**config.mk**
```make
export PLATFORM = sky130hd
export DESIGN_NAME = conv_mac_adder_tree_relu_top
export DESIGN_NICKNAME = d
export VERILOG_FILES = /design/src/sv/cmr_pkg.sv /design/src/sv/cmr_lane.sv /design/src/sv/cmr_tree.sv /design/src/sv/conv_mac_adder_tree_relu_top.sv
export SDC_FILE = /design/constraint.sdc
export NUM_CORES = 2
export LEC_CHECK = 0
export ABC_AREA = 1
export BUFFER_PORTS_ARGS = -buffer_cell sky130_fd_sc_hd__buf_2
export CORE_AREA = 2 2 330 332
export DETAILED_ROUTE_END_ITERATION = 8
export DIE_AREA = 0 0 332 334
export SLEW_MARGIN = 10
export SYNTH_ARGS = -nofsm -noshare
export SYNTH_HDL_FRONTEND = slang
export SYNTH_SLANG_ARGS = --single-unit
```
**constraint.sdc**
```tcl
create_clock -name clk -period 7.5 [get_ports clk]
set_input_delay 0.75 -clock clk [delete_from_list [all_inputs] [get_ports clk]]
set_output_delay 0.75 -clock clk [all_outputs]
set_load 0.02 [all_outputs]
```
**src/sv/cmr_pkg.sv**
```systemverilog
`default_nettype none

package cmr_pkg;

  // Fixed field layout of the input and output items
  localparam int FIELD_ROW_W   = 24;
  localparam int BIAS_W        = 8;
  localparam int PARTIAL_W     = 32;
  localparam int RESULT_W      = 32;
  localparam int SHIFT_W       = 5;
  localparam int CFG_DATA_W    = 5;
  localparam int CFG_INDEX_W   = 1;

  localparam int ROWS          = 3;
  localparam int TAPS_PER_ROW  = 3;
  localparam int NUM_TAPS      = ROWS * TAPS_PER_ROW;

  localparam int PIX_ROW0_LSB  = 0;
  localparam int WGT_ROW0_LSB  = ROWS * FIELD_ROW_W;
  localparam int BIAS_LSB      = 2 * ROWS * FIELD_ROW_W;
  localparam int PARTIAL_LSB   = BIAS_LSB + BIAS_W;
  localparam int S_TDATA_W     = PARTIAL_LSB + PARTIAL_W;

  localparam int USER_USE_BIAS    = 0;
  localparam int USER_USE_PARTIAL = 1;
  localparam int USER_RELU        = 2;
  localparam int S_TUSER_W        = 3;

  // Configuration register indexes
  localparam logic [CFG_INDEX_W-1:0] REG_KERNEL_MODE = 1'b0;
  localparam logic [CFG_INDEX_W-1:0] REG_BIAS_SHIFT  = 1'b1;

  // Per-item control carried alongside the datapath
  typedef struct packed {
    logic last;
    logic relu;
  } cmr_ctrl_t;

endpackage

`default_nettype wire

```
**src/sv/cmr_lane.sv**
```systemverilog
`default_nettype none

module cmr_lane #(
  parameter int DATA_W   = 8,
  parameter int WEIGHT_W = 8
) (
  input  wire logic                               clk,
  input  wire logic                               en,
  input  wire logic                               tap_on,
  input  wire logic signed [DATA_W-1:0]           pixel,
  input  wire logic signed [WEIGHT_W-1:0]         weight,
  output logic signed [DATA_W+WEIGHT_W-1:0]       product
);

  logic signed [DATA_W+WEIGHT_W-1:0] product_next;

  assign product_next = pixel * weight;

  always_ff @(posedge clk) begin
    if (en) begin
      product <= tap_on ? product_next : '0;
    end
  end

endmodule

`default_nettype wire

```
**src/sv/cmr_tree.sv**
```systemverilog
`default_nettype none

module cmr_tree #(
  parameter int PROD_W = 16,
  parameter int MACC_W = 20
) (
  input  wire logic                     clk,
  input  wire logic                     en,
  input  wire logic signed [PROD_W-1:0] product [cmr_pkg::NUM_TAPS],
  output logic signed [MACC_W-1:0]      chan_sum
);

  logic [MACC_W-1:0] sum_next;

  // Sum wraps at MACC_W: adding each product truncated or sign-extended gives the same bits
  always_comb begin
    sum_next = '0;
    for (int i = 0; i < cmr_pkg::NUM_TAPS; i++) begin
      sum_next = sum_next + MACC_W'(product[i]);
    end
  end

  always_ff @(posedge clk) begin
    if (en) begin
      chan_sum <= sum_next;
    end
  end

endmodule

`default_nettype wire

```
**src/sv/conv_mac_adder_tree_relu_top.sv**
```systemverilog
// Convolution processing element with nine multiplier lanes and an adder tree.
// Input stream (s_*): one transaction per input channel, carrying a 3x3 pixel
// window, its weights, and the group controls (bias, partial sum, enables).
// Only the controls of the transaction that completes a group of CHANNELS
// transactions are used. Output stream (m_*): one result per group.
// Configuration: cfg_wr_en/cfg_index/cfg_data write kernel_mode (index 0) and
// bias_shift (index 1); write only while the block is idle.
// Throughput: one input transaction per cycle while s_tready is high. The path
// is three register stages: multiplier lanes, adder tree, then accumulator and
// final add into the output register, whose valid flag drives m_tvalid once
// the last transaction of a group reaches it.
// A stalled output holds its result; stages behind it keep filling until
// occupied, then s_tready drops. Every stage holds while the next is stalled.
// Reset (rst, synchronous) clears the channel counter, accumulator, valid
// flags and both configuration registers; no clearing sweep follows.
`default_nettype none

module conv_mac_adder_tree_relu_top #(
  parameter int CHANNELS = 32,
  parameter int DATA_W   = 8,
  parameter int WEIGHT_W = 8,
  parameter int MACC_W   = 20,
  parameter int OUT_W    = 32
) (
  input  wire logic                                clk,
  input  wire logic                                rst,
  // pixels_row0, pixels_row1, pixels_row2, weights_row0, weights_row1,
  // weights_row2, bias, partial_sum
  input  wire logic [cmr_pkg::S_TDATA_W-1:0]       s_tdata,
  // use_bias, use_partial, relu
  input  wire logic [cmr_pkg::S_TUSER_W-1:0]       s_tuser,
  input  wire logic                                s_tvalid,
  output logic                                     s_tready,
  // result
  output logic [cmr_pkg::RESULT_W-1:0]             m_tdata,
  output logic                                     m_tvalid,
  input  wire logic                                m_tready,
  input  wire logic                                cfg_wr_en,
  input  wire logic [cmr_pkg::CFG_INDEX_W-1:0]     cfg_index,
  input  wire logic [cmr_pkg::CFG_DATA_W-1:0]      cfg_data
);

  localparam int PROD_W = DATA_W + WEIGHT_W;
  localparam int CNT_W  = (CHANNELS > 1) ? $clog2(CHANNELS) : 1;
  localparam int PIX_WIDE_W = 3 * DATA_W + cmr_pkg::FIELD_ROW_W;
  localparam int WGT_WIDE_W = 3 * WEIGHT_W + cmr_pkg::FIELD_ROW_W;

  // Configuration
  logic                              kernel_mode;
  logic [cmr_pkg::SHIFT_W-1:0]       bias_shift;

  always_ff @(posedge clk) begin
    if (rst) begin
      kernel_mode <= 1'b0;
      bias_shift  <= '0;
    end else if (cfg_wr_en) begin
      case (cfg_index)
        cmr_pkg::REG_KERNEL_MODE: kernel_mode <= cfg_data[0];
        cmr_pkg::REG_BIAS_SHIFT:  bias_shift  <= cfg_data[cmr_pkg::SHIFT_W-1:0];
        default: ;
      endcase
    end
  end

  // Handshake: each stage loads when empty or when the stage after it moves
  logic v1, v2, out_valid;
  logic ready1, ready2, ready3;
  logic accept;

  assign ready3   = !out_valid || m_tready;
  assign ready2   = !v2 || ready3;
  assign ready1   = !v1 || ready2;
  assign s_tready = ready1;
  assign accept   = s_tvalid && ready1;

  // Channel counter
  logic [CNT_W-1:0] cnt;
  logic             last_in;

  assign last_in = (cnt == CNT_W'(CHANNELS - 1));

  always_ff @(posedge clk) begin
    if (rst) begin
      cnt <= '0;
    end else if (accept) begin
      cnt <= last_in ? '0 : cnt + 1'b1;
    end
  end

  // Operand extraction, zero-filled above the field for wide lane settings
  logic signed [PROD_W-1:0] product [cmr_pkg::NUM_TAPS];

  genvar r, k;
  generate
    for (r = 0; r < cmr_pkg::ROWS; r++) begin : g_row
      logic [PIX_WIDE_W-1:0] pix_wide;
      logic [WGT_WIDE_W-1:0] wgt_wide;

      assign pix_wide = {{(3 * DATA_W){1'b0}},
                         s_tdata[cmr_pkg::PIX_ROW0_LSB + r * cmr_pkg::FIELD_ROW_W +:
                                 cmr_pkg::FIELD_ROW_W]};
      assign wgt_wide = {{(3 * WEIGHT_W){1'b0}},
                         s_tdata[cmr_pkg::WGT_ROW0_LSB + r * cmr_pkg::FIELD_ROW_W +:
                                 cmr_pkg::FIELD_ROW_W]};

      for (k = 0; k < cmr_pkg::TAPS_PER_ROW; k++) begin : g_tap
        cmr_lane #(
          .DATA_W   (DATA_W),
          .WEIGHT_W (WEIGHT_W)
        ) u_lane (
          .clk     (clk),
          .en      (ready1),
          .tap_on  (!kernel_mode || (r == 0 && k == 0)),
          .pixel   ($signed(pix_wide[k * DATA_W +: DATA_W])),
          .weight  ($signed(wgt_wide[k * WEIGHT_W +: WEIGHT_W])),
          .product (product[r * cmr_pkg::TAPS_PER_ROW + k])
        );
      end
    end
  endgenerate

  // Bias scaling and partial sum, folded into one term at the input
  logic signed [cmr_pkg::BIAS_W-1:0]  bias_in;
  logic signed [MACC_W-1:0]           bias_wide;
  logic signed [MACC_W-1:0]           bias_shifted;
  logic [cmr_pkg::SHIFT_W:0]          rsh;
  logic [OUT_W-1:0]                   bias_term;
  logic [OUT_W-1:0]                   partial_term;
  logic [OUT_W-1:0]                   extra_next;

  assign bias_in   = $signed(s_tdata[cmr_pkg::BIAS_LSB +: cmr_pkg::BIAS_W]);
  assign bias_wide = MACC_W'(bias_in);
  assign rsh       = '0 - {bias_shift[cmr_pkg::SHIFT_W-1], bias_shift};

  always_comb begin
    if (!bias_shift[cmr_pkg::SHIFT_W-1] && (bias_shift != '0)) begin
      bias_shifted = bias_wide << bias_shift[cmr_pkg::SHIFT_W-2:0];
    end else begin
      bias_shifted = bias_wide >>> rsh;
    end
  end

  assign bias_term    = s_tuser[cmr_pkg::USER_USE_BIAS] ? OUT_W'(bias_shifted) : '0;
  assign partial_term = s_tuser[cmr_pkg::USER_USE_PARTIAL] ?
                        OUT_W'($signed(s_tdata[cmr_pkg::PARTIAL_LSB +: cmr_pkg::PARTIAL_W])) :
                        '0;
  assign extra_next   = bias_term + partial_term;

  // Stage 1: lane products
  cmr_pkg::cmr_ctrl_t ctrl1, ctrl2;
  logic [OUT_W-1:0]   extra1, extra2;

  always_ff @(posedge clk) begin
    if (rst) begin
      v1 <= 1'b0;
    end else if (ready1) begin
      v1 <= s_tvalid;
    end
  end

  always_ff @(posedge clk) begin
    if (ready1) begin
      ctrl1.last <= last_in;
      ctrl1.relu <= s_tuser[cmr_pkg::USER_RELU];
      extra1     <= extra_next;
    end
  end

  // Stage 2: adder tree
  logic signed [MACC_W-1:0] chan_sum;

  cmr_tree #(
    .PROD_W (PROD_W),
    .MACC_W (MACC_W)
  ) u_tree (
    .clk      (clk),
    .en       (ready2),
    .product  (product),
    .chan_sum (chan_sum)
  );

  always_ff @(posedge clk) begin
    if (rst) begin
      v2 <= 1'b0;
    end else if (ready2) begin
      v2 <= v1;
    end
  end

  always_ff @(posedge clk) begin
    if (ready2) begin
      ctrl2  <= ctrl1;
      extra2 <= extra1;
    end
  end

  // Stage 3: accumulate, finish the group into the output register
  logic [OUT_W-1:0]                 acc;
  logic [OUT_W-1:0]                 total;
  logic [OUT_W-1:0]                 final_sum;
  logic [cmr_pkg::RESULT_W-1:0]     result_next;
  logic [cmr_pkg::RESULT_W-1:0]     result;
  logic                             advance3;

  assign advance3    = v2 && ready3;
  assign total       = acc + OUT_W'(chan_sum);
  assign final_sum   = total + extra2;
  assign result_next = (ctrl2.relu && final_sum[OUT_W-1]) ? '0 :
                       cmr_pkg::RESULT_W'($signed(final_sum));

  always_ff @(posedge clk) begin
    if (rst) begin
      acc       <= '0;
      out_valid <= 1'b0;
    end else begin
      if (advance3) begin
        acc <= ctrl2.last ? '0 : total;
      end
      if (ready3) begin
        out_valid <= v2 && ctrl2.last;
      end
    end
  end

  always_ff @(posedge clk) begin
    if (advance3 && ctrl2.last) begin
      result <= result_next;
    end
  end

  assign m_tvalid = out_valid;
  assign m_tdata  = result;

endmodule

`default_nettype wire
```
=== After elaboration in Yosys (flattened, before gate mapping) ===
Cells that the tools add are included.

* Register bits after elaboration: 310
* Bits in latches: 0
* Bits in writable memories: 0
* Memory bits (read-only): 0
* Input bits: 198
* Output and inout bits: 34
* Word-level logic and storage cells: 71
* Memories kept: 0

* Add/sub/neg operators: 13
* Multiply operators: 9
* Div/mod/pow operators: 0
* Order comparisons: 0
* Equal/unequal tests: 1
* Shift-type cells: 2
* Muxes and demuxes: 5
* Bitwise gates (word level): 1
* Reduce and logical (&&, ||, !) cells: 16

{| class="wikitable"
|+ Operators with widths
! cell !! count
|-
| 8-bit by 8-bit multiplier with 16-bit output || 9
|-
| 20-bit adder || 7
|-
| 32-bit adder || 3
|-
| 32-bit 2-to-1 mux || 3
|-
| 20-bit 2-to-1 mux || 1
|-
| 20-bit by 4-bit left shift with 20-bit output || 1
|-
| 8-bit by 6-bit >>> shifter with 20-bit output || 1
|-
| 16-bit by 16-bit adder with 17-bit output || 1
|-
| 1-bit logical AND || 6
|-
| 1-bit by 5-bit subtractor with 6-bit output (first input constant) || 1
|-
| 5-bit by 1-bit adder with 5-bit output (second input constant) || 1
|-
| 5-bit == test (second input constant) || 1
|-
| 5-bit 2-to-1 mux || 1
|-
| 5-bit nonzero test || 1
|-
| 1-bit zero test || 4
|-
| 2-bit AND reduction || 2
|-
| 1-bit logical OR || 3
|-
| 1-bit inverter || 1
|}

=== Depth between registers and ports, before layout ===
* Word-level depth: 8
* Depth in mapped cells: 27
* Depth with buffers taken out: 26

=== Hierarchy ===
From an unflattened synthesis, not the netlist that was laid out.

* Cells, all modules: 5,961
* Area, all modules: 45,645.0 um2

{| class="wikitable"
|+ Modules (own cells, without submodules)
! module !! instances !! cells each !! area an instance (um2) !! sequential area each (um2)
|-
| cmr_lane (g_row[0].g_tap[0].u_lane ...) || 6 || 433 || 3,281.9 || 480.5
|-
| conv_mac_adder_tree_relu_top || 1 || 1,605 || 11,629.9 || 3,923.8
|-
| cmr_tree || 1 || 482 || 4,506.8 || 600.6
|-
| cmr_lane (g_row[2].g_tap[1].u_lane) || 1 || 425 || 3,285.7 || 480.5
|-
| cmr_lane (g_row[2].g_tap[0].u_lane) || 1 || 429 || 3,279.4 || 480.5
|-
| cmr_lane (g_row[2].g_tap[2].u_lane) || 1 || 422 || 3,251.9 || 480.5
|}

=== Worst setup path after synthesis ===
Ideal clock, no wire load.

* Kind: input -> register
* Start: input port m_tready
* End: register cnt[3]
* Library setup time: 0.114 ns
* Data arrival time: 6.198 ns
* Required time: 7.386 ns
* Slack: 1.187 ns
* Stages on the path: 9
* Path buffers: 0
* Cell sequence: inv_1 -> nand2_1 -> nor2_1 -> nand2_1 -> nand2_1 -> inv_1 -> nand4_1 -> xor2_1 -> nor2_1

* Word-level cells in the longest chain between the ends: 4

{| class="wikitable"
|+ Ends and longest elaborated chain
! element !! RTL line !! text
|-
| start, declared || conv_mac_adder_tree_relu_top.sv:37 || <nowiki>input wire logic m_tready,</nowiki>
|-
| 1-bit logical OR || conv_mac_adder_tree_relu_top.sv:70 || <nowiki>assign ready3 = !out_valid || m_tready;</nowiki>
|-
| 1-bit logical OR || conv_mac_adder_tree_relu_top.sv:71 || <nowiki>assign ready2 = !v2 || ready3;</nowiki>
|-
| 1-bit logical OR || conv_mac_adder_tree_relu_top.sv:72 || <nowiki>assign ready1 = !v1 || ready2;</nowiki>
|-
| net s_tready || conv_mac_adder_tree_relu_top.sv:33 || <nowiki>output logic s_tready,</nowiki>
|-
| 1-bit logical AND || conv_mac_adder_tree_relu_top.sv:74 || <nowiki>assign accept = s_tvalid && ready1;</nowiki>
|-
| end signal, assigned || conv_mac_adder_tree_relu_top.sv:86 || <nowiki>cnt <= last_in ? '0 : cnt + 1'b1;</nowiki>
|-
| end, declared || conv_mac_adder_tree_relu_top.sv:77 || <nowiki>logic [CNT_W-1:0] cnt;</nowiki>
|}

The timed path passes the listed nets, and every way through them passes these cells.
A chain may end at the register's enable or synchronous reset.

=== Worst setup path in the final report ===
* Start: register g_row[0].g_tap[0].u_lane.product[0]
* End: register u_tree.chan_sum[19] (data pin)

* Word-level cells in the longest chain between the ends: 8

{| class="wikitable"
|+ Ends and longest elaborated chain
! element !! RTL line !! text
|-
| start, declared || cmr_lane.sv:12 || <nowiki>output logic signed [DATA_W+WEIGHT_W-1:0] product</nowiki>
|-
| start signal, assigned || cmr_lane.sv:21 || <nowiki>product <= tap_on ? product_next : '0;</nowiki>
|-
| 16-bit by 16-bit adder with 17-bit output || cmr_tree.sv:19 || <nowiki>sum_next = sum_next + MACC_W'(product[i]);</nowiki>
|-
| 20-bit adder (7 in a row) || cmr_tree.sv:19 ||
|-
| net u_tree.sum_next[19] || cmr_tree.sv:13 || <nowiki>logic [MACC_W-1:0] sum_next;</nowiki>
|-
| end signal, assigned || cmr_tree.sv:25 || <nowiki>chan_sum <= sum_next;</nowiki>
|-
| end, declared || cmr_tree.sv:10 || <nowiki>output logic signed [MACC_W-1:0] chan_sum</nowiki>
|}

The timed path passes the listed nets, and every way through them passes these cells.

==> results.yml <==
run_status:
  status: "finished clean"
global_routing:
  grt_overflow: 0
  grt_pass1_wl_um: 173300
  grt_pass1_vias: 33970
  antenna_found_initial: 4
  grt.total_usage: 0.1925
  use_met3: 0.02325
  grt_max_degree: 61
  grt.busiest_layer: "met2"
  grt.met2_usage: 0.3406
  grtUsageMet1: 0.2491
sta:
  skew_ns: 0.02239
  finalHoldViolCount: 0
  holdWs_ns: 0.3734
  worstMarginPinSlew_ns: 0.8591
  finalSetupViolCount: 0
  min_period_over_period: 0.7039
  slew_viol_final: 0
  fmax_mhz: 189.4
  slew_headroom: 0.4272
  setup_tns_ns: 0
  rsz0062_at_grt: "false"
  min_period_ns: 5.279
drt:
  ant_nets: 0
  wire_per_inst_um: 15.03
  drc: 0
  vias: 33160
  drtIter0Drc: 1803
  wirelength_um: 104200
  viasPerCell: 4.784
  first_pass_iters: 5
yosys:
  synth.distinct_cells: 51
  async_reset_ff_frac: 0
  synth_edf_count: 264
  ys_top_cells_by_area: "fa_1, edfxtp_1, inv_1, ha_1, nand2_1"
  yosysSeqAreaShare: 0.2021
  synth_area_um2: 43780
  synthFlopType: "edfxtp_1"
  synth_top_area_share: 0.2739
  synthCells: 5376
  yosys_warnings: 0
  ys_ff_latch: 310
  yosysTopAreaCell: "fa_1"
  synth_nets: 6567
  syn-mean-instance-area_um2: 8.143
final_layout:
  nFillCells: 10930
  area_delta_synth_final_pct: 8.254
  design_area_um2: 47390
  final_nets: 6677
  fin_util: 0.4396
  num_antenna_cells: 0
  drive_gt1_frac: 0.07777
die:
  die_h_um: 334
  die-area_um2: 110900
  io_pins: 232
  rows: 121
  die_w_um: 332
  initial_utilization: 0.4061
  core_area_um2: 107800
setup_path:
  crit_family: "adder cells"
  cp.arrival_ns: 5.58
  cp_slowest_cell: "fa_1"
  cp-endpoint: "u_tree.chan_sum[19]$_DFFE_PP_"
  r2r_end: "u_tree.chan_sum[19]$_DFFE_PP_"
  crit_chain: "ha_1 -> inv_1 -> fa_1 -> o21ai_1 -> a21oi_1 -> o21ai_1 -> a21oi_1 -> o21ai_0 -> o21ai_0 -> fa_1 -> inv_1 -> fa_1 -> inv_1 -> fa_1 -> inv_1 -> ha_1 -> a21oi_1 -> o21ai_0 -> a21oi_1 -> nand3_1 -> xor2_1"
  reg2reg_depth: 21
  critPathBufInv: 4
  crit_type: "reg -> reg"
  cp.depth: 21
  worst_setup_path_end_kind: "flip-flop"
  worstReg2RegStart: "g_row[0].g_tap[0].u_lane.product[0]$_DFFE_PN_"
  cp_slowest_stage_delay_ns: 0.60
  crit_fanout: 3
  r2r_setup_slack_ns: 2.22
  cp.required_ns: 7.80
  start_kind: "flip-flop"
  startpoint: "g_row[0].g_tap[0].u_lane.product[0]$_DFFE_PN_"
clock_tree:
  cts_tree: "built"
  path_clk_slew_ns: 0.06
  numClockSinks: 310
  numCtsBuffers: 40
  htreeDepth: 2
  cts_resized: 0
  post-cts-setup-buffers: 0
  insertion_delay_ns: 0.56
  cts_buffer_depth: 3
  root_buffer: "clkbuf_16"
  postCtsHoldBufs: 0
placement:
  gp_congestion: 0.9037
  portBuffers: 231
  place_area_um2: 46100
  dp_hpwl_um: 88800
worst_hold_path:
  hp-class: "in -> reg"
run:
  maxCapViolations: 0
==> cell usage after synthesis (3+ instances only) <==
| cell type | number |
|---|---|
| o21ai_0 | 175 |
| o21a_1 | 17 |
| dfxtp_1 | 46 |
| nand3_1 | 122 |
| a21o_1 | 24 |
| inv_2 | 12 |
| nand4_1 | 13 |
| clkbuf_1 | 164 |
| edfxtp_1 | 264 |
| o21bai_1 | 13 |
| or2_2 | 67 |
| o21ai_1 | 5 |
| fa_1 | 599 |
| o221ai_1 | 6 |
| inv_1 | 1405 |
| nor3_1 | 37 |
| o211ai_1 | 8 |
| a221oi_1 | 3 |
| xnor2_1 | 77 |
| buf_1 | 3 |
| a21boi_0 | 8 |
| and2_1 | 10 |
| o2111ai_1 | 12 |
| a21oi_1 | 358 |
| nand2_2 | 28 |
| a211oi_1 | 3 |
| nand3b_1 | 5 |
| o31ai_1 | 4 |
| nand3_2 | 4 |
| a31oi_1 | 15 |
| nor2_1 | 249 |
| xor2_1 | 106 |
| nor4_1 | 7 |
| ha_1 | 394 |
| nand2_1 | 1089 |
==> worst min-delay path by stage <==
stage	from	end	slack, ns	cells after the start
after global routing	s_tuser[2]	ctrl1[0]$_DFFE_PN_	0.35	1
after global placement	ctrl1[1]$_DFFE_PN_	ctrl2[1]$_DFFE_PP_	0.40	0
after CTS	s_tuser[2]	ctrl1[0]$_DFFE_PN_	0.34	1
after floorplan	ctrl1[0]$_DFFE_PN_	ctrl2[0]$_DFFE_PP_	0.40	0
after detailed placement	extra1[24]$_DFFE_PN_	extra2[24]$_DFFE_PP_	0.41	0
final	s_tuser[2]	ctrl1[0]$_DFFE_PN_	0.37	1
==> registers in the layout, summed over array words and instances (netlist names), 2 cells and up <==
name,flops
acc,32
bias_shift,5
cnt,5
ctrl1,2
ctrl2,2
extra1,32
extra2,32
g_row.g_tap.u_lane.product,144
m_tdata,32
u_tree.chan_sum,20
==> routing by layer <==
metal | part of all wire | vias up | routed length (um)
li1 | - | 16510 | -
met1 | 0.44 | 15890 | 45510
met2 | 0.49 | 611 | 51540
met3 | 0.043 | 137 | 4428
met4 | 0.026 | 8 | 2658
met5 | 0.00043 | - | 45
==> final cells by class <==
| cell class | instances | area (um2) | share of cell area |
|---|---|---|---|
| clock buffer | 45 | 1040 | 0.02194 |
| sequential | 310 | 8850 | 0.1867 |
| clock inverter | 27 | 250.2 | 0.005281 |
| multi-input combinational | 3474 | 28920 | 0.6103 |
| tap | 1414 | 1769 | 0.03733 |
| inverter | 1419 | 5326 | 0.1124 |
| timing repair buffer | 241 | 1231 | 0.02598 |
==> cells in the final DEF, fill, tap and decap left out, types with 7 or more instances in the layout <==
cell type and n:
a21boi_0 8, a21o_1 24, a21oi_1 357, a31oi_1 15, and2_1 10, buf_2 231, buf_4 10, clkbuf_16 40
clkinv_1 8, dfxtp_1 45, edfxtp_1 264, fa_1 599, ha_1 394, inv_1 1403, inv_2 14, nand2_1 1088
nand2_2 28, nand3_1 122, nand4_1 13, nor2_1 248, nor3_1 37, nor4_1 7, o2111ai_1 12, o211ai_1 8
o21a_1 17, o21ai_0 175, o21bai_1 13, or2_2 67, xnor2_1 77, xor2_1 106
==> worst reg2reg max path: stages (launching register included) <==
cell and delay [ns]:
edfxtp_1 0.33, ha_1 0.18, inv_1 0.06, fa_1 0.40, o21ai_1 0.28, a21oi_1 0.17
o21ai_1 0.25, a21oi_1 0.16, o21ai_0 0.23, o21ai_0 0.19, fa_1 0.60, inv_1 0.08
fa_1 0.53, inv_1 0.07, fa_1 0.51, inv_1 0.05, ha_1 0.31, a21oi_1 0.16
o21ai_0 0.09, a21oi_1 0.13, nand3_1 0.10, xor2_1 0.14
==> stage by stage <==
stage          setup slack [ns]  instances
2_1_floorplan             1.187       5376
3_3_place_gp              2.280       6858
3_5_place_dp              2.192       6858
4_1_cts                   2.193       6930
5_1_grt                   1.861       6930
6_report                  2.221       6930
==> kinds of logic after synthesis <==
family,after synthesis,synth area share
fa+ha+maj,993,0.3865
simple gates,1640,0.1546
mux,2,0.0004573
compound gates,656,0.08200
flops,310,0.2021
buf+inv,1592,0.1377
xor+xnor,183,0.03661
Power is left out: the tool's default activity adds up to more than one toggle a clock period on the data nets, which glitch-free logic cannot reach.
